`src/rtl/core/firpt_pkg.sv`:
```
`timescale 1ns / 1ps
// ----------------------------------------------------------------------------
// firpt_pkg
// shared constants and control types of the programmable-tap fir filter
// ----------------------------------------------------------------------------
package firpt_pkg;

	localparam int TAPS_DEF        = 64;
	localparam int SAMPLE_BITS_DEF = 16;
	localparam int TC_W            = 7;
	localparam int IDX_W           = 6;
	localparam int ACC_W           = 64;
	localparam logic [TC_W-1:0] TC_RESET = 7'd4;

	localparam logic OP_SAMPLE = 1'b0;
	localparam logic OP_WRITE  = 1'b1;

	typedef struct packed {
		logic rotate;
		logic shift;
	} cell_ctrl_t;

	typedef struct packed {
		logic clear;
		logic mac_en;
	} mac_ctrl_t;

endpackage

```
`src/rtl/core/firpt_cell.sv`:
```
`timescale 1ns / 1ps
// ----------------------------------------------------------------------------
// firpt_cell
// one tap cell: holds one coefficient and one delayed sample, rotates both
// around the ring or shifts the sample down the delay line
// ----------------------------------------------------------------------------
module firpt_cell #(
	parameter int SAMPLE_BITS = firpt_pkg::SAMPLE_BITS_DEF
) (
	input  logic                          clk,
	input  logic                          arst_n,
	input  firpt_pkg::cell_ctrl_t         ctl,
	input  logic signed [SAMPLE_BITS-1:0] coef_nxt,
	input  logic signed [SAMPLE_BITS-1:0] smp_nxt,
	input  logic signed [SAMPLE_BITS-1:0] smp_prv,
	output logic signed [SAMPLE_BITS-1:0] coef,
	output logic signed [SAMPLE_BITS-1:0] smp
);

	localparam logic signed [SAMPLE_BITS-1:0] COEF_RST =
		(SAMPLE_BITS)'(1) << (SAMPLE_BITS - 3);

	logic signed [SAMPLE_BITS-1:0] coef_q;
	logic signed [SAMPLE_BITS-1:0] smp_q;

	always_ff @(posedge clk or negedge arst_n) begin
		if (!arst_n) begin
			coef_q <= COEF_RST;
			smp_q  <= '0;
		end else if (ctl.rotate) begin
			coef_q <= coef_nxt;
			smp_q  <= smp_nxt;
		end else if (ctl.shift) begin
			smp_q  <= smp_prv;
		end
	end

	assign coef = coef_q;
	assign smp  = smp_q;

endmodule

```
`config.mk`:
```
export PLATFORM = sky130hd
export DESIGN_NAME = firpt_cell
export DESIGN_NICKNAME = d
export VERILOG_FILES = /design/src/rtl/core/firpt_pkg.sv /design/src/rtl/core/firpt_cell.sv
export SDC_FILE = /design/constraint.sdc
export NUM_CORES = 1
export LEC_CHECK = 0
export BUFFER_PORTS_ARGS = -buffer_cell sky130_fd_sc_hd__buf_2
export CAP_MARGIN = 20
export CORE_ASPECT_RATIO = 0.7
export CORE_MARGIN = 5
export CORE_UTILIZATION = 40
export DETAILED_ROUTE_END_ITERATION = 12
export GPL_TIMING_DRIVEN = 0
export PLACE_DENSITY = 0.73
export REMOVE_ABC_BUFFERS = 1
export SLEW_MARGIN = 25
export SYNTH_ARGS = -nofsm -noshare
export SYNTH_HDL_FRONTEND = slang
export SYNTH_SLANG_ARGS = --single-unit
```
`constraint.sdc`:
```
create_clock -name clk -period 0.93 [get_ports clk]
set_input_delay 0.186 -clock clk [delete_from_list [all_inputs] [get_ports clk]]
set_output_delay 0.186 -clock clk [all_outputs]
set_load 0.01 [all_outputs]
```
==> reports/results.tsv, run 1 <==
metric	value	unit
asr flop ratio synth	1.000	
Starting Density	0.4224	
Crit path max-delay family	flip-flops	
reg2reg path depth	2	
DRT Wirelength	3288	um
failing checks	hold timing, setup timing	
predominant post-synthesis flop cell	dfrtp_1	
DRT Pass-1 Iters	4	
Post-Syn Area per Cell	13.08	um^2
Tcrit/Tclk final	1.176	
vias in the first global route	1183	
via count	1114	
gpl congestion	0.7134	
CTS tree	done	
Vias/cell	4.700	
Mapped Area	1348	um^2
Reg power frac	0.485	
Int Pwr	2.481	mW
Yosys top cell area share	0.5757	
first-pass GRT wire length	5126	um
clk_lat worst skew	0.27	ns
final setup fails	32	
Crit path required time	0.74	ns
Rows	17	
Sink Count	32	
Worst EP arrival	0.91	ns
DRC	0	
WP depth	1	
DR iter-0 viols	23	
Final Non-Filler Cells	237	
synth warn	0	
Crit. End Element	output port	
clock power share	0.320	
HP Class	input port to async pin	
Clock Path Buffers	2	
r2r endpoint	coef[2]	
CP bufs+invs	1	
FMAX	914.6	MHz
max incr delay on CP	0.54	ns
I/O pin total	84	
hold slack final	-0.05066	ns
n_diodes	0	
fin. max-slew vios	0	
peak supply drop	1072	uV
Clock Skews	0	ns
post-detail-place hpwl	2441	um
headroom to the max-slew limit	0.5445	
most common cell in the netlist	dfrtp_1	
Lkg Pwr	1.030	nW
wire length per cell	13.87	um
Max-Cap Viols	0	
status	finished with violations	
Sw Ratio	0.2473	
root buffer cell	clkbuf_8	
Tmin final	1.093	ns
Syn-to-layout area delta	43.55	%
FF-to-FF setup slack	0.05	ns
Core Region	3191	um^2
crit-path cells	buf_6	
Clk pin slew, worst setup/hold paths	0.06	ns
total power	3.296	mW
CP max stage cell	dfstp_2	
crit path kind	flip-flop to output port	
Unique masters post-synth	11	
Total GRT Usage	0.1439	
Final TNS setup	-1.585	ns
die area	4648	um^2
die span in x	79.38	um
largest net degree at the start of global routing	49	
DRT antenna net count	0	
Cell Pwr Density	1704	nW/um^2
Layout Nets	250	
Worst-Margin Slew	0.6832	ns
Seq/Total Area, Yosys	0.5952	
switching pwr	0.8150	mW
FF-to-FF Start	coef[2]	
chip height	58.56	um
Post-synth top cells	dfrtp_1 (31), mux2_2 (16), mux2i_1 (16), nand2_1 (16), o21ai_1 (10)	
fraction of layout cells with a size suffix above 1	0.5930	
number of flops mapped to enable cells by yosys	0	
fin util	0.6063	
Worst setup endpoint	coef[13]	
GRT overflow	0	
Mapped Cells	103	
worst setup path startpoint	coef[13]	
Inserted Clock Buffers	5	
CP Max Fanout	2	
flops & latches, synth	32	
initial antenna violation count	0	
RSZ-0062 raised after global routing	true	
cell taking the most area after synthesis	dfrtp_1	
Gate power share	0.195	
crit path launch type	flip-flop	
final setup margin	-0.1633	ns
I/O Buffers	83	
placed cells	217	
final-report hold violation count	31	
H-tree Lvls	2	
largest cells by area after synthesis	dfrtp_1 (58%), mux2_2 (13%), mux2i_1 (12%), nand2_1 (4.5%), o21ai_1 (3.7%)	
[logic make-up (layout without fill, tap and decap cells)]
| family | after synthesis | after routing | synth area share |
|---|---|---|---|
| compound gates | 16 | 16 | 0.05943 |
| buf+inv | 7 | 103 | 0.04828 |
| flops | 32 | 32 | 0.5952 |
| mux | 32 | 32 | 0.2525 |
| simple gates | 16 | 16 | 0.04457 |
[power groups by stage]
stage / Combinational [mW] / Clock, mW / Sequential (mW)
floorplan: 0.163 / 0 / 1.69
global placement: 0.555 / 0 / 1.61
detailed placement: 0.578 / 0 / 1.62
CTS: 0.629 / 1.09 / 1.60
global route: 0.708 / 1.16 / 1.61
finish: 0.642 / 1.05 / 1.60
[cells in the final DEF, fill, tap and decap left out]
cell      Yosys  layout
mux2_2       16      16
o21ai_0       6       6
o21ai_1      10      10
dfstp_2       1       1
clkbuf_8      0       6
dfrtp_1      31      31
buf_4         4      13
buf_6         1       1
clkbuf_1      1       2
nand2_1      16      16
buf_2         0      81
mux2i_1      16      16
[worst min-delay path by stage]
stage,startpoint,endpoint,slack (ns),cells after the start
detailed placement,arst_n,smp[2],0.27,1
finish,arst_n,smp[2],-0.05,1
floorplan,arst_n,coef[0],-0.11,0
global route,arst_n,smp[2],0.02,1
CTS,arst_n,smp[2],-0.02,1
global placement,arst_n,smp[2],0.25,1
[routing by layer]
metal	track usage	share of wire	wire, um	vias up
li1	-	-	-	543
met1	0.1641	0.42	1381	508
met2	0.2446	0.46	1500	60
met3	0.06116	0.12	383	3
met4	0.05147	0.0067	22	0
met5	0	0	0	-
[through the flow]
stage	instance area [um^2]	hold slack (ns)	worst slack, ns
finish	1934	-0.05066	-0.1633
global route	1934	0.02130	-0.2055
CTS	1897	-0.02462	-0.1738
detailed placement	1745	0.2687	-0.4614
global placement	1745	0.2533	-0.4020
floorplan	1282	-0.1096	0.1606
[cell type report]
type                            instances  area, um^2
Clock buffer                            8       90.09
Sequential cell                        32       802.0
Tap cell                               38       47.55
Fill cell                             270        1256
Timing Repair Buffer                   95       514.2
Multi-Input combinational cell         64       480.5
[state kept, by name, indices dropped and copies added, names as in the netlist]
signal,count
coef,16
smp,16
[repair_timing]
action | in CTS | in global routing
setup buffers | 7 | 5
hold endpoints to repair | 31 | 0
gates resized for setup | 2 | 0
endpoints found under the setup margin | 49 | 32
Note: power is estimated with default switching activity, not from simulation.
==> inputs of run 2 (changes only) <==
--- a/config.mk
+++ b/config.mk
@@ -9,10 +9,10 @@
 export CAP_MARGIN = 20
 export CORE_ASPECT_RATIO = 0.7
 export CORE_MARGIN = 5
-export CORE_UTILIZATION = 40
+export CORE_UTILIZATION = 42
 export DETAILED_ROUTE_END_ITERATION = 12
 export GPL_TIMING_DRIVEN = 0
-export PLACE_DENSITY = 0.73
+export PLACE_DENSITY = 0.76
 export REMOVE_ABC_BUFFERS = 1
 export SLEW_MARGIN = 25
 export SYNTH_ARGS = -nofsm -noshare
==> reports/results.tsv, run 2 (synthesis gave the netlist of run 1 again) <==
metric	value	unit	change
Rows	17		unchanged
clk_lat worst skew	0.27	ns	about the same
DRC	0		unchanged
die span in x	77.70	um	was 79.38 um
fraction of layout cells with a size suffix above 1	0.5855		was 0.5930
Syn-to-layout area delta	41.97	%	was 43.55%
most common cell after layout, fill and taps aside	buf_2		unchanged
Sink Count	32		unchanged
Final TNS setup	-1.473	ns	was -1.585 ns
post-detail-place hpwl	2266	um	was 2441 um
GRT overflow	0		unchanged
area of the multi-input gates	480.5	um^2	unchanged
fin. max-slew vios	0		unchanged
first-pass GRT wire length	5147	um	was 5126 um
peak supply drop	1052	uV	was 1072 uV
Clock Skews	0	ns	unchanged
RSZ-0062 raised after global routing	true		unchanged
chip height	57.39	um	was 58.56 um
Cell Pwr Density	1806	nW/um^2	was 1704 nW/um^2
CP Max Fanout	2		unchanged
WP depth	1		unchanged
Tcrit/Tclk final	1.173		was 1.176
Worst EP arrival	0.90	ns	was 0.91 ns
wire length per cell	13.13	um	was 13.87 um
Lkg Pwr	1.013	nW	was 1.030 nW
headroom to the max-slew limit	0.5456		was 0.5445
max incr delay on CP	0.54	ns	about the same
reg2reg path depth	2		unchanged
gpl congestion	0.6830		was 0.7134
Crit path required time	0.74	ns	about the same
I/O pin total	84		unchanged
Inserted Clock Buffers	5		unchanged
hold slack final	-0.04384	ns	was -0.05066 ns
I/O Buffers	83		unchanged
commonest non-fill, non-tap cells in the layout	buf_2 (80), dfrtp_1 (31), mux2_2 (16), mux2i_1 (16), nand2_1 (16)		was buf_2 (81), dfrtp_1 (31), mux2_2 (16), mux2i_1 (16), nand2_1 (16)
Tmin final	1.091	ns	was 1.093 ns
FF-to-FF setup slack	0.06	ns	was 0.05 ns
Core Region	3127	um^2	was 3191 um^2
DRT Wirelength	3034	um	was 3288 um
initial antenna violation count	0		unchanged
root buffer cell	clkbuf_8		unchanged
fin util	0.6118		was 0.6063
FMAX	916.9	MHz	was 914.6 MHz
H-tree Lvls	2		unchanged
final-report hold violation count	31		unchanged
crit path launch type	flip-flop		unchanged
DRT antenna net count	0		unchanged
largest net degree at the start of global routing	49		unchanged
CTS tree	done		unchanged
final setup margin	-0.1606	ns	was -0.1633 ns
crit-path cells	buf_6		unchanged
final setup fails	32		unchanged
Register Area	802.0	um^2	unchanged
crit path kind	flip-flop to output port		unchanged
HP Class	input port to async pin		unchanged
failing checks	hold timing, setup timing		unchanged
Layout Nets	244		was 250
Worst-Margin Slew	0.6816	ns	was 0.6832 ns
Clock Path Buffers	2		unchanged
die area	4459	um^2	was 4648 um^2
Clk pin slew, worst setup/hold paths	0.06	ns	about the same
Max-Cap Viols	0		unchanged
Vias/cell	4.697		was 4.700
Fillers	277		was 270
DR iter-0 viols	26		was 23
CP max stage cell	dfstp_2		unchanged
CP bufs+invs	1		unchanged
status	finished with violations		unchanged
Starting Density	0.4310		was 0.4224
n_diodes	0		unchanged
via count	1085		was 1114
Crit. End Element	output port		unchanged
DRT Pass-1 Iters	4		unchanged
vias in the first global route	1123		was 1183
Total GRT Usage	0.1460		was 0.1439
Crit path max-delay family	flip-flops		unchanged
[run 2: worst paths after layout]
kind | startpoint | endpoint
min in group clk | smp_nxt[8] | smp[8]
min | arst_n | smp[2]
min reg2reg | coef[14] | coef[14]
max | coef[13] | coef[13]
max in group asynchronous | arst_n | smp[4]
max reg2reg | coef[10] | coef[10]
[run 2: timing repair]
item / 4_1_cts / 5_1_grt
endpoints found under the setup margin: 49 / 32
gates cloned: 0 / 0
hold endpoints to repair: 31 / 0
setup buffers: 3 / 3
resized for setup: 2 / 1
[run 2: area by class of cell]
| cell class | count | share of cell area |
|---|---|---|
| flip-flops and latches | 32 | 0.4192 |
| multi-input cells | 64 | 0.2511 |
| repair buffers | 89 | 0.2485 |
| clock buffers | 6 | 0.03793 |
| well taps | 38 | 0.02485 |
| clock inverters | 2 | 0.01831 |
[run 2: routing by layer]
metal | up-vias | wire length [um] | GRT usage
met2 | 64 | 1313 | 0.2331
met1 | 485 | 1277 | 0.1720
li1 | 532 | - | -
met3 | 4 | 419 | 0.06625
met4 | 0 | 25 | 0.05882
met5 | - | 0 | 0
[run 2: stage by stage]
stage	setup slack, ns	hold slack [ns]	cell area (um^2)	std cells	power [mW]
after floorplan	0.1606	-0.1096	1282	96	1.849
after global placement	-0.3926	0.2480	1745	217	2.160
after detailed placement	-0.4353	0.2756	1745	217	2.190
after CTS	-0.1795	-0.02751	1884	228	3.501
after global routing	-0.1995	0.02281	1913	231	3.675
final	-0.1606	-0.04384	1913	231	3.455
[run 2: report_power, final]
group	internal, mW	switching, mW
Combinational	0.323	0.283
Sequential	1.53	0.0676
Clock	0.794	0.458
Total	2.65	0.809
==> inputs of run 3 (changes only) <==
--- a/config.mk
+++ b/config.mk
@@ -5,10 +5,10 @@
 export SDC_FILE = /design/constraint.sdc
 export NUM_CORES = 1
 export LEC_CHECK = 0
-export BUFFER_PORTS_ARGS = -buffer_cell sky130_fd_sc_hd__buf_2
+export BUFFER_PORTS_ARGS = -buffer_cell sky130_fd_sc_hd__clkbuf_2
 export CAP_MARGIN = 20
 export CORE_ASPECT_RATIO = 0.7
-export CORE_MARGIN = 5
+export CORE_MARGIN = 8
 export CORE_UTILIZATION = 42
 export DETAILED_ROUTE_END_ITERATION = 12
 export GPL_TIMING_DRIVEN = 0
==> reports/results.tsv, run 3 (synthesis gave the netlist of run 1 again) <==
metric	value	unit	change
status	finished with violations		unchanged
failing checks	hold timing, setup timing		unchanged
fin. max-slew vios	0		unchanged
Cell Pwr Density	1691	nW/um^2	was 1806 nW/um^2
FMAX	916.5	MHz	was 916.9 MHz
wire length per cell	14.41	um	was 13.13 um
clock power share	0.314		was 0.362
DRT Pass-1 Iters	4		unchanged
Reg power frac	0.490		was 0.462
Tcrit/Tclk final	1.173		about the same
Layout Nets	249		was 244
root buffer cell	clkbuf_8		unchanged
I/O Buffers	83		unchanged
DRT Wirelength	3400	um	was 3034 um
DR iter-0 viols	40		was 26
reg2reg path depth	2		unchanged
post-place setup slack	-0.5097	ns	was -0.4353 ns
initial antenna violation count	0		unchanged
final setup margin	-0.1611	ns	was -0.1606 ns
most common cell after layout, fill and taps aside	clkbuf_2		was buf_2
headroom to the max-slew limit	0.4902		was 0.5456
hold slack final	-0.02122	ns	was -0.04384 ns
die span in x	83.70	um	was 77.70 um
clk_lat worst skew	0.27	ns	about the same
gpl congestion	0.7473		was 0.6830
largest net degree at the start of global routing	49		unchanged
Crit path required time	0.74	ns	about the same
r2r endpoint	coef[3]		was coef[10]
HP Class	input port to async pin		unchanged
CP bufs+invs	1		unchanged
max incr delay on CP	0.54	ns	about the same
first-pass GRT wire length	5464	um	was 5147 um
Crit path max-delay family	flip-flops		unchanged
CTS tree	done		unchanged
Syn-to-layout area delta	43.45	%	was 41.97%
n_diodes	0		unchanged
Lkg Pwr	1.042	nW	was 1.013 nW
H-tree Lvls	2		unchanged
final-report hold violation count	31		unchanged
fraction of layout cells with a size suffix above 1	0.5909		was 0.5855
commonest non-fill, non-tap cells in the layout	clkbuf_2 (79), dfrtp_1 (31), mux2_2 (16), mux2i_1 (16), nand2_1 (16)		was buf_2 (80), dfrtp_1 (31), mux2_2 (16), mux2i_1 (16), nand2_1 (16)
vias in the first global route	1202		was 1123
peak supply drop	1001	uV	was 1052 uV
GRT overflow	0		unchanged
Sw Ratio	0.2416		was 0.2340
Worst-Margin Slew	0.7647	ns	was 0.6816 ns
Core Region	3105	um^2	was 3127 um^2
RSZ-0062 raised after global routing	true		unchanged
post-detail-place hpwl	2585	um	was 2266 um
Tmin final	1.091	ns	about the same
crit-path cells	buf_6		unchanged
Clock Path Buffers	2		unchanged
Worst EP arrival	0.91	ns	was 0.90 ns
Sink Count	32		unchanged
Vias/cell	4.737		was 4.697
Gate power share	0.196		was 0.175
switching pwr	0.7899	mW	was 0.8086 mW
Total GRT Usage	0.1253		was 0.1460
fin util	0.6225		was 0.6118
DRT antenna net count	0		unchanged
Crit. End Element	output port		unchanged
I/O pin total	84		unchanged
CP max stage cell	dfstp_2		unchanged
Fillers	262		was 277
Clock Skews	0	ns	unchanged
via count	1118		was 1085
chip height	63.39	um	was 57.39 um
Inserted Clock Buffers	5		unchanged
Int Pwr	2.479	mW	was 2.647 mW
die area	5306	um^2	was 4459 um^2
Starting Density	0.4339		was 0.4310
Rows	17		unchanged
FF-to-FF setup slack	0.05	ns	was 0.06 ns
final setup fails	32		unchanged
DRC	0		unchanged
crit path launch type	flip-flop		unchanged
Clk pin slew, worst setup/hold paths	0.06	ns	about the same
FF-to-FF Start	coef[3]		was coef[10]
crit path kind	flip-flop to output port		unchanged
CP Max Fanout	2		unchanged
Max-Cap Viols	0		unchanged
run 3: cell types whose count changed in the layout (fill, tap and decap cells not counted):
cell and delta:
clkbuf_1 +1, clkbuf_2 +79, buf_2 -79, clkinv_2 -1
o21ai_1 +1, buf_4 +5, o21ai_0 -1, bufinv_16 -1
clkbuf_8 +1
run 3: final cells by class:
type | count | area (um^2) | area share
clock buffer | 8 | 90.09 | 0.04660
tap | 38 | 47.55 | 0.02460
timing repair buffer | 94 | 513.0 | 0.2654
multi-input combinational | 64 | 480.5 | 0.2485
sequential | 32 | 802.0 | 0.4149
run 3: repair_timing:
action | CTS | global route
hold endpoints to repair | 1 | 0
setup endpoints to repair | 56 | 33
buffers inserted | 7 | 4
resized for setup | 1 | 7
pin swaps | 0 | 0
run 3: metrics by stage:
step                      TNS (ns)  total power [mW]  cell area, um^2  cells
after floorplan                  0             1.849             1282     96
after detailed placement    -12.76             2.198             1745    217
after global routing        -2.220             3.465             1933    236
after global placement      -11.09             2.171             1745    217
after CTS                   -1.529             3.299             1891    232
final                       -1.040             3.269             1933    236
run 3: worst max path at each step:
stage / start / endpoint / slack (ns) / cells past startpoint
floorplan: coef[0] / coef[0] / 0.16 / 1
detailed placement: ctl[1] / coef[3] / -0.51 / 2
CTS: coef[13] / coef[13] / -0.19 / 1
finish: coef[13] / coef[13] / -0.16 / 1
global placement: ctl[1] / coef[1] / -0.45 / 2
global route: coef[13] / coef[13] / -0.19 / 1
run 3: power by group through the flow:
stage | Sequential (mW) | Clock (mW) | Combinational [mW]
3_5_place_dp | 1.62 | 0 | 0.577
3_3_place_gp | 1.61 | 0 | 0.558
4_1_cts | 1.60 | 1.08 | 0.619
6_report | 1.60 | 1.03 | 0.641
5_1_grt | 1.61 | 1.14 | 0.708
2_1_floorplan | 1.69 | 0 | 0.163
run 3: routing by layer:
layer,track usage,up-vias,wire length (um)
li1,-,540,-
met4,0.04506,0,21
met2,0.1950,67,1512
met5,0,-,0
met1,0.1375,506,1445
met3,0.07574,5,420
