[config.mk]
export PLATFORM = sky130hd
export DESIGN_NAME = firpt_mac
export DESIGN_NICKNAME = d
export VERILOG_FILES = /design/src/rtl/core/firpt_pkg.sv /design/src/rtl/core/firpt_mac.sv
export SDC_FILE = /design/constraint.sdc
export NUM_CORES = 1
export LEC_CHECK = 0
export BUFFER_PORTS_ARGS = -buffer_cell sky130_fd_sc_hd__buf_4
export CELL_PAD_IN_SITES_DETAIL_PLACEMENT = 0
export CELL_PAD_IN_SITES_GLOBAL_PLACEMENT = 1
export CORE_MARGIN = 3
export CORE_UTILIZATION = 40
export DETAILED_ROUTE_END_ITERATION = 16
export PLACE_DENSITY_LB_ADDON = 0.1
export SLEW_MARGIN = 20
export SYNTH_ARGS = -nofsm -noshare
export SYNTH_HDL_FRONTEND = slang
export SYNTH_SLANG_ARGS = --single-unit
[constraint.sdc]
create_clock -name clk -period 3.5 [get_ports clk]
set_input_delay 0.35 -clock clk [delete_from_list [all_inputs] [get_ports clk]]
set_output_delay 0.35 -clock clk [all_outputs]
set_load 0.05 [all_outputs]
[src/rtl/core/firpt_pkg.sv]
`timescale 1ns / 1ps
// ----------------------------------------------------------------------------
// firpt_pkg
// shared constants and control types of the programmable-tap fir filter
// ----------------------------------------------------------------------------
package firpt_pkg;

	localparam int TAPS_DEF        = 64;
	localparam int SAMPLE_BITS_DEF = 16;
	localparam int TC_W            = 7;
	localparam int IDX_W           = 6;
	localparam int ACC_W           = 64;
	localparam logic [TC_W-1:0] TC_RESET = 7'd4;

	localparam logic OP_SAMPLE = 1'b0;
	localparam logic OP_WRITE  = 1'b1;

	typedef struct packed {
		logic rotate;
		logic shift;
	} cell_ctrl_t;

	typedef struct packed {
		logic clear;
		logic mac_en;
	} mac_ctrl_t;

endpackage

[src/rtl/core/firpt_mac.sv]
`timescale 1ns / 1ps
// ----------------------------------------------------------------------------
// firpt_mac
// multiply-accumulate unit at the head of the cell ring, with a saturating
// wide accumulator and round-half-up saturation to the sample width
// ----------------------------------------------------------------------------
module firpt_mac #(
	parameter int SAMPLE_BITS = firpt_pkg::SAMPLE_BITS_DEF
) (
	input  logic                          clk,
	input  logic                          arst_n,
	input  firpt_pkg::mac_ctrl_t          ctl,
	input  logic signed [SAMPLE_BITS-1:0] coef,
	input  logic signed [SAMPLE_BITS-1:0] smp,
	output logic signed [SAMPLE_BITS-1:0] result
);

	localparam int ACC_W = firpt_pkg::ACC_W;
	localparam int FR    = SAMPLE_BITS - 1;
	localparam logic signed [ACC_W:0] HALF = (ACC_W+1)'(1) << (SAMPLE_BITS - 2);
	localparam logic signed [ACC_W:0] HI   = ((ACC_W+1)'(1) << FR) - (ACC_W+1)'(1);
	localparam logic signed [ACC_W:0] LO   = -HI - (ACC_W+1)'(1);

	logic signed [2*SAMPLE_BITS-1:0] prod_s1;
	logic                            vld_s1;
	logic signed [ACC_W-1:0]         acc_q;
	logic signed [ACC_W:0]           sum_w;
	logic signed [ACC_W:0]           rnd_w;
	logic signed [ACC_W:0]           quo_w;

	assign sum_w = (ACC_W+1)'(acc_q) + (ACC_W+1)'(prod_s1);

	always_ff @(posedge clk or negedge arst_n) begin
		if (!arst_n) begin
			vld_s1  <= 1'b0;
			prod_s1 <= '0;
			acc_q   <= '0;
		end else begin
			vld_s1  <= ctl.mac_en;
			prod_s1 <= coef * smp;
			if (ctl.clear) begin
				acc_q <= '0;
			end else if (vld_s1) begin
				// saturate at the accumulator bounds
				if (sum_w[ACC_W] != sum_w[ACC_W-1]) begin
					acc_q <= sum_w[ACC_W] ? {1'b1, {(ACC_W-1){1'b0}}}
					                      : {1'b0, {(ACC_W-1){1'b1}}};
				end else begin
					acc_q <= sum_w[ACC_W-1:0];
				end
			end
		end
	end

	assign rnd_w = (ACC_W+1)'(acc_q) + HALF;
	assign quo_w = rnd_w >>> FR;

	always_comb begin
		if (quo_w > HI) begin
			result = HI[SAMPLE_BITS-1:0];
		end else if (quo_w < LO) begin
			result = LO[SAMPLE_BITS-1:0];
		end else begin
			result = quo_w[SAMPLE_BITS-1:0];
		end
	end

endmodule

==> results of run 1 <==
how the worst max path moves through the flow:
stage / from / to / slack (ps) / depth (start not counted)
floorplan: smp[4] / prod_s1[28] / -2380 / 23
global placement: smp[6] / prod_s1[28] / -2830 / 23
detailed placement: smp[6] / prod_s1[29] / -2880 / 29
CTS: smp[5] / prod_s1[29] / -2240 / 24
global route: coef[11] / prod_s1[28] / -2460 / 23
finish: coef[11] / prod_s1[28] / -2270 / 23
sequential cells by signal, summed over array words and instances, names as in the netlist:
register  count
acc_q        64
prod_s1      32
vld_s1        1
logic make-up after synthesis:
| logic type | Yosys count | share of synthesized area |
|---|---|---|
| and+or+nand+nor | 726 | 0.198 |
| adders and majority gates | 410 | 0.387 |
| muxes | 5 | 0.00279 |
| xor gates and xnor gates | 109 | 0.0524 |
| AOI/OAI and AO/OA | 406 | 0.138 |
| DFF | 97 | 0.132 |
| buffers and inverters | 438 | 0.0903 |
layout make-up:
cell class              count  area (um^2)  area share
flip-flops and latches     97         2430      0.0956
multi-input cells        1656        16000       0.628
clock buffers               9          225     0.00887
clock inverters             7         88.8     0.00350
repair buffers            513         4670       0.184
inverters                 343         1290      0.0508
well taps                 592          741      0.0292
cell usage in the layout, fill, tap and decap left out, types with 17 or more instances in the layout:
cell type and instances:
o21ai_0 43, buf_4 407, buf_12 21, fa_1 254
and2_1 116, nand2_1 258, xor2_1 42, nor2_1 75
and3_1 19, ha_1 117, nand4_1 32, a21oi_2 23
o21ai_1 49, xnor2_1 62, a21oi_1 66, ha_4 24
a21o_1 47, inv_1 327, dfrtp_1 96, nand3_1 36
nor3_4 30, nor3_1 25, o21ai_2 30, nor3_2 20
buf_6 60, nand2b_1 17
critical path, delay by kind of cell:
family / cells / cell delay [ps]
AOI/OAI and AO/OA: 7 / 1590
xor gates and xnor gates: 1 / 120
buffers and inverters: 5 / 380
and+or+nand+nor: 3 / 410
adders and majority gates: 7 / 3230
metal layers:
layer | track usage | vias up | share of wire | wire length [um]
met2 | 0.423 | 262 | 0.50 | 28100
met4 | 0.0685 | 0 | 0.026 | 1480
met3 | 0.0147 | 60 | 0.026 | 1470
met1 | 0.312 | 8138 | 0.45 | 25100
li1 | - | 8054 | - | -
met5 | 0 | - | 0 | 0
per-stage QoR:
step           hold WS, ps  instances  utilization  setup slack [ps]
2_1_floorplan         54.4       2191            -             -2380
3_3_place_gp           460       3148        0.505             -2830
3_5_place_dp           464       3148        0.505             -2880
4_1_cts               41.5       3210        0.550             -2240
5_1_grt               47.5       3217        0.567             -2460
6_report              33.6       3217        0.567             -2270
repair_timing:
action | CTS | global route
setup endpoints to repair | 104 | 104
gates cloned | 14 | 1
endpoints found under the hold margin | 0 | 0
resized for setup | 300 | 157
pin swaps | 117 | 150
buffers inserted | 34 | 14
==> impl_metrics.json, run 1 <==
{
  "synth-edff-count": 0,
  "start_util": 0.410,
  "synth_top_area_frac": 0.287,
  "grt_setup_unrepaired": "true",
  "finalWirelength_um": 56200,
  "vias": 16500,
  "finalHoldViolCount": 0,
  "status": "finished with violations",
  "crit_type": "in -> reg",
  "arrival_ps": 6080,
  "area_delta_synth_final_pct": 38.2,
  "design.core.area_um2": 44800,
  "synth-seq-cells": 97,
  "grt_max_degree": 58,
  "worstRegToRegCells": 19,
  "max-cap-violations": 0,
  "postSynthAreaPerCell_um2": 8.38,
  "hold_path.class": "in -> async",
  "ctsHoldBuffers": 0,
  "synth-warning-count": 0,
  "crit_path_max_fanout": 6,
  "rows": 77,
  "finalClockSkew_ps": 17.5,
  "grt_pass1_vias": 17400,
  "grt_pass1_wl_um": 91400,
  "netlist_area_um2": 18400,
  "reg2reg_from": "acc_q[19]",
  "rr_endpoint": "acc_q[12]",
  "cts_root_buffer": "clkbuf_16",
  "clkLatencyLatePin_ps": 390,
  "die_h_um": 220,
  "hpwl_um": 44300,
  "placed_cell_area_um2": 22600,
  "grt_remaining_overflow": 0,
  "drive_above_1_share": 0.306,
  "required_ps": 3800,
  "final_nets": 3066,
  "io-pin-count": 52,
  "clk_pin_slew_worst_paths_ps": 90,
  "synth_area_leaders": "fa_1 (29%), dfrtp_1 (13%), ha_1 (10%)",
  "finalSetupViolations": 96,
  "syn_nets": 2637,
  "cts-htree-levels": 3,
  "clock_path_buffers": 2,
  "ys_seq_area_frac": 0.132,
  "start_kind": "primary input",
  "maxSlewViolCount": 0,
  "violations": "setup timing",
  "tns_ps": -48920,
  "gp_congestion": 0.852,
  "cts_made_buffers": 9,
  "grt_usage": 0.237,
  "ys_types": 74,
  "netlist.top_cell.by_area": "fa_1",
  "synth_most_common_cell": "inv_1",
  "worstPathCellList": "buf_4, and2_1, fa_1, inv_1, fa_1, inv_1, fa_1, inv_1, fa_1, fa_1, fa_1, inv_1, ha_1, and2_4, o21ai_2, nand2b_1, a21oi_2, o21ai_2, o41a_1, a2111o_1, a21o_1, a21oi_2, xnor2_1",
  "fmax_mhz": 173,
  "tightest_slew_ps": 801,
  "wire_per_inst_um": 17.5,
  "design_area_um2": 25400,
  "crit_path_frequent_cell": "fa_1",
  "slowest_stage": "fa_1",
  "finalCritPeriodShare": 1.65,
  "diodes": 0,
  "vias_per_cell": 5.13,
  "cp-end-kind": "register",
  "finalWorstSetupSlack_ps": -2270,
  "die_w_um": 220,
  "rrSetupSlack_ps": -130,
  "antenna_found_initial": 0,
  "synthTopCellsByCount": "inv_1 (343), fa_1 (263), nand2_1 (263)",
  "drt_pre_antenna_iters": 5,
  "clock_sinks": 97,
  "max_stage_delay_ps": 540,
  "slew_headroom": 0.464,
  "first_iter_violations": 688,
  "ys.flop_type": "dfrtp_1",
  "io_buffers": 51,
  "async_flop_share": 1.00,
  "cts_tree": "yes",
  "drtAntennaViolNets": 0,
  "drt_drc_violations_left": 0,
  "die_area_um2": 48500,
  "synthCells": 2191,
  "period_needed_ps": 5770,
  "fill_cells": 4105
}
Power of run 1 is left out: the tool's default activity adds up to more than one toggle a clock period on the data nets, which glitch-free logic cannot reach.
==> run 2, diff against run 1 <==
--- a/config.mk
+++ b/config.mk
@@ -8,6 +8,7 @@
 export BUFFER_PORTS_ARGS = -buffer_cell sky130_fd_sc_hd__buf_4
 export CELL_PAD_IN_SITES_DETAIL_PLACEMENT = 0
 export CELL_PAD_IN_SITES_GLOBAL_PLACEMENT = 1
+export CORE_ASPECT_RATIO = 1.75
 export CORE_MARGIN = 3
 export CORE_UTILIZATION = 40
 export DETAILED_ROUTE_END_ITERATION = 16
==> impl_metrics.json, run 2 (synthesis results as in run 1) <==
{
  "diodes": 0,
  "gp_congestion": 0.888,
  "clock_path_buffers": 2,
  "io-pin-count": 52,
  "finalCritPeriodShare": 1.64,
  "grt_usage": 0.245,
  "area_delta_synth_final_pct": 40.5,
  "drive_above_1_share": 0.332,
  "slew_headroom": 0.452,
  "finalWirelength_um": 59700,
  "design_area_um2": 25800,
  "die_w_um": 168,
  "arrival_ps": 6050,
  "largest_reg_flops": 64,
  "cts_root_buffer": "clkbuf_16",
  "crit_type": "in -> reg",
  "met3_usage": 0.0169,
  "top_regs": "acc_q x64, prod_s1 x32, vld_s1 x1",
  "drtAntennaViolNets": 0,
  "die_area_um2": 48600,
  "drt_pre_antenna_iters": 5,
  "final_cell_mix": "buf_4 (448), inv_1 (325), nand2_1 (257), fa_1 (254), and2_1 (116)",
  "period_needed_ps": 5750,
  "place_inst": 3152,
  "finalClockSkew_ps": 13.6,
  "grt_max_degree": 39,
  "io_buffers": 51,
  "status": "finished with violations",
  "cp-end-kind": "register",
  "clock_sinks": 97,
  "vias": 17000,
  "cts_made_buffers": 9,
  "use_met2": 0.503,
  "wire_per_inst_um": 18.4,
  "grt_pass1_vias": 18600,
  "clk_pin_slew_worst_paths_ps": 70,
  "regMostFlops": "acc_q",
  "grt_pass1_wl_um": 94800,
  "hpwl_um": 48200,
  "grt_util_met1": 0.243,
  "start_util": 0.406,
  "grt_remaining_overflow": 0,
  "final_common_cell": "buf_4",
  "die_h_um": 290,
  "design.core.area_um2": 45200,
  "placed_cell_area_um2": 22800,
  "grt_setup_unrepaired": "true",
  "clkLatencyLatePin_ps": 380,
  "finalHoldViolCount": 0,
  "cts_tree": "yes",
  "finalSetupViolations": 94,
  "max-cap-violations": 0,
  "drt_drc_violations_left": 0,
  "required_ps": 3800,
  "cts-htree-levels": 3,
  "busiest_layer": "met2",
  "hold_path.class": "in -> reg",
  "stdcell_count": 3243,
  "first_iter_violations": 570,
  "crit_path_max_fanout": 5,
  "tightest_slew_ps": 820,
  "finalWorstSetupSlack_ps": -2250,
  "fmax_mhz": 174,
  "antenna_found_initial": 0,
  "violations": "setup timing",
  "maxSlewViolCount": 0,
  "rows": 103,
  "start_kind": "primary input",
  "final_nets": 3107,
  "vias_per_cell": 5.25
}
## run 2: cell type report
cell class | instances | area (um^2)
inverters | 343 | 1290
repair buffers | 554 | 4950
fillers | 4083 | 19400
multi-input cells | 1656 | 16100
well taps | 577 | 722
clock inverters | 6 | 50.0
clock buffers | 10 | 239
flip-flops and latches | 97 | 2430
## run 2: metal layers
layer | part of all wire | up-vias
met1 | 0.35 | 8509
met2 | 0.58 | 275
li1 | - | 8100
met5 | 0 | -
met4 | 0.060 | 0
met3 | 0.016 | 126
## run 2: worst paths after layout
path	slack (ps)	start	depth (start not counted)	end
max	-2250	coef[7]	20	prod_s1[28]
min	70	ctl[0]	1	vld_s1
max reg2reg	-90	prod_s1[1]	17	acc_q[32]
min reg2reg	490	acc_q[6]	2	acc_q[6]
max in group asynchronous	2280	arst_n	3	prod_s1[31]
min in group asynchronous	470	arst_n	2	prod_s1[4]
## run 2: repair_timing
action                                  CTS  global route
endpoints found under the setup margin  105           104
gates cloned                              7             5
endpoints found under the hold margin    34             0
hold buffers                              1             0
gates resized for setup                 281           207
pin swaps                               117           127
setup buffers                            47            34
## run 2: worst max-delay path, cell delays in order
cell and delay (ps):
buf_6 120, buf_6 130, buf_4 130, buf_4 130
and2_1 160, fa_1 460, fa_1 570, fa_1 450
fa_1 520, fa_1 550, inv_1 50, fa_1 520
inv_1 40, ha_1 200, or3_4 370, o41a_1 440
a2111o_1 410, a21o_1 180, a21oi_2 140, xnor2_1 120
## run 2: per-stage QoR
step / hold WS [ps] / setup TNS, ps / setup slack, ps / util
finish: 71.2 / -50340 / -2250 / 0.570
global route: 59.5 / -61580 / -2430 / 0.570
CTS: 55.6 / -49090 / -2220 / 0.545
detailed placement: 343 / -83850 / -2930 / 0.504
global placement: 346 / -83350 / -2860 / 0.504
floorplan: 54.4 / -38930 / -2380 / -
Power of run 2 is left out for the same reason.
==> run 3, diff against run 2 <==
--- a/config.mk
+++ b/config.mk
@@ -9,10 +9,11 @@
 export CELL_PAD_IN_SITES_DETAIL_PLACEMENT = 0
 export CELL_PAD_IN_SITES_GLOBAL_PLACEMENT = 1
 export CORE_ASPECT_RATIO = 1.75
-export CORE_MARGIN = 3
+export CORE_MARGIN = 10
 export CORE_UTILIZATION = 40
 export DETAILED_ROUTE_END_ITERATION = 16
 export PLACE_DENSITY_LB_ADDON = 0.1
+export SETUP_SLACK_MARGIN = 0.15
 export SLEW_MARGIN = 20
 export SYNTH_ARGS = -nofsm -noshare
 export SYNTH_HDL_FRONTEND = slang
==> impl_metrics.json, run 3 (synthesis results as in run 1) <==
{
  "status": "finished with violations",
  "violations": "hold timing, setup timing",
  "die_h_um": 304,
  "design.core.area_um2": 45200,
  "start_util": 0.406,
  "fmax_mhz": 175,
  "crit_type": "in -> reg",
  "use_met2": 0.449,
  "holdWs_ps": -19.3,
  "finalSetupViolations": 102,
  "finalCoreUtilization": 0.579,
  "vias_per_cell": 5.16,
  "tightest_slew_ps": 772,
  "rrSetupSlack_ps": -300,
  "met3_usage": 0.0159,
  "cts_tree": "yes",
  "antenna_found_initial": 0,
  "start_kind": "primary input",
  "regMostFlops": "acc_q",
  "clkLatencyLatePin_ps": 390,
  "grt_max_degree": 50,
  "grt_pass1_wl_um": 96300,
  "largest_reg_flops": 64,
  "crit_path_max_fanout": 5,
  "grt_pass1_vias": 19000,
  "wire_per_inst_um": 18.0,
  "cts_root_buffer": "clkbuf_16",
  "final_common_cell": "buf_4",
  "first_iter_violations": 489,
  "final_cell_mix": "buf_4 (520), inv_1 (324), nand2_1 (259), fa_1 (253), ha_1 (124)",
  "ctsHoldBuffers": 0,
  "arrival_ps": 6000,
  "fill_cells": 4093,
  "die_w_um": 182,
  "grt_remaining_overflow": 0,
  "io-pin-count": 52,
  "finalWorstSetupSlack_ps": -2200,
  "busiest_layer": "met2",
  "diodes": 0,
  "rows": 103,
  "grt_usage": 0.218,
  "cts_made_buffers": 9,
  "gp_congestion": 0.904,
  "hold_path.class": "in -> async",
  "top_regs": "acc_q x64, prod_s1 x32, vld_s1 x1",
  "rr_endpoint": "acc_q[28]",
  "maxSlewViolCount": 0,
  "worstRegToRegCells": 22,
  "reg2reg_from": "acc_q[0]",
  "cp-end-kind": "register",
  "required_ps": 3800,
  "max-cap-violations": 0,
  "drive_above_1_share": 0.346,
  "drtAntennaViolNets": 0,
  "drt_pre_antenna_iters": 5,
  "finalHoldViolCount": 6,
  "hpwl_um": 48600,
  "finalCritPeriodShare": 1.63,
  "area_delta_synth_final_pct": 42.6,
  "cts-htree-levels": 3,
  "finalWirelength_um": 59700,
  "period_needed_ps": 5700,
  "io_buffers": 51,
  "die_area_um2": 55200,
  "clock_path_buffers": 2,
  "clock_sinks": 97,
  "final_nets": 3178,
  "vias": 17100,
  "grt_setup_unrepaired": "true",
  "slew_headroom": 0.484,
  "finalClockSkew_ps": 18.0,
  "drt_drc_violations_left": 0,
  "grt_util_met1": 0.205,
  "clk_pin_slew_worst_paths_ps": 70
}
## run 3: cell count changes in the layout (fill, tap and decap cells not counted), moves of 5 or more
cell,previous run,this run
buf_4,448,520
o21ai_2,50,66
and2_4,13,22
a21oi_1,64,72
and2_1,116,108
nor3_1,29,34
o21ai_0,38,45
ha_1,109,124
nor3_4,14,9
ha_4,33,20
o21ai_1,33,7
dfrtp_1,96,91
a21oi_2,24,13
buf_16,5,12
## run 3: worst max path at each step
stage	startpoint	to	slack, ps	cells past startpoint
4_1_cts	coef[7]	prod_s1[28]	-2170	23
3_5_place_dp	smp[6]	prod_s1[29]	-2870	23
3_3_place_gp	smp[6]	prod_s1[28]	-2880	23
5_1_grt	coef[7]	prod_s1[29]	-2360	25
6_report	coef[7]	prod_s1[28]	-2200	23
2_1_floorplan	smp[4]	prod_s1[28]	-2380	23
## run 3: worst max-delay path, stage by stage
cell      delay [ps]
buf_12           120
and2_4           150
fa_1             520
inv_1             50
fa_1             490
fa_1             440
fa_1             510
inv_1             50
fa_1             470
inv_1             50
fa_1             480
inv_2             50
ha_4             210
a21o_1           210
a21oi_4          160
a21boi_2          80
a41oi_2          260
o21ai_4          110
o41a_1           380
a2111o_1         410
a21o_1           180
a21oi_2          140
xnor2_1          130
## run 3: layout make-up
| class | instances | area (um^2) | area share |
|---|---|---|---|
| well taps | 577 | 722 | 0.0276 |
| multi-input cells | 1656 | 15900 | 0.606 |
| inverters | 343 | 1290 | 0.0491 |
| repair buffers | 625 | 5550 | 0.212 |
| flip-flops and latches | 97 | 2440 | 0.0930 |
| clock inverters | 6 | 97.6 | 0.00373 |
| clock buffers | 10 | 229 | 0.00874 |
## run 3: routing by layer
layer,vias to the layer above,part of all wire
met2,249,0.58
li1,8252,-
met5,-,0
met3,120,0.017
met1,8494,0.35
met4,0,0.056
## run 3: metrics by stage
step	setup TNS (ps)	worst slack (ps)	area (um^2)	hold slack (ps)	cells
finish	-62570	-2200	26200	-19.3	3314
floorplan	-39980	-2380	18900	54.4	2191
global route	-75710	-2360	26200	33.4	3314
detailed placement	-99850	-2870	23300	411	3217
global placement	-98360	-2880	23300	408	3217
CTS	-70280	-2170	25400	5.61	3295
## run 3: what timing repair did
action | 4_1_cts | 5_1_grt
endpoints found under the setup margin | 105 | 105
setup buffers | 49 | 18
resized for setup | 308 | 139
gates cloned | 13 | 1
hold endpoints to repair | 0 | 0
pin swaps | 170 | 110
Power of run 3 is left out for the same reason.
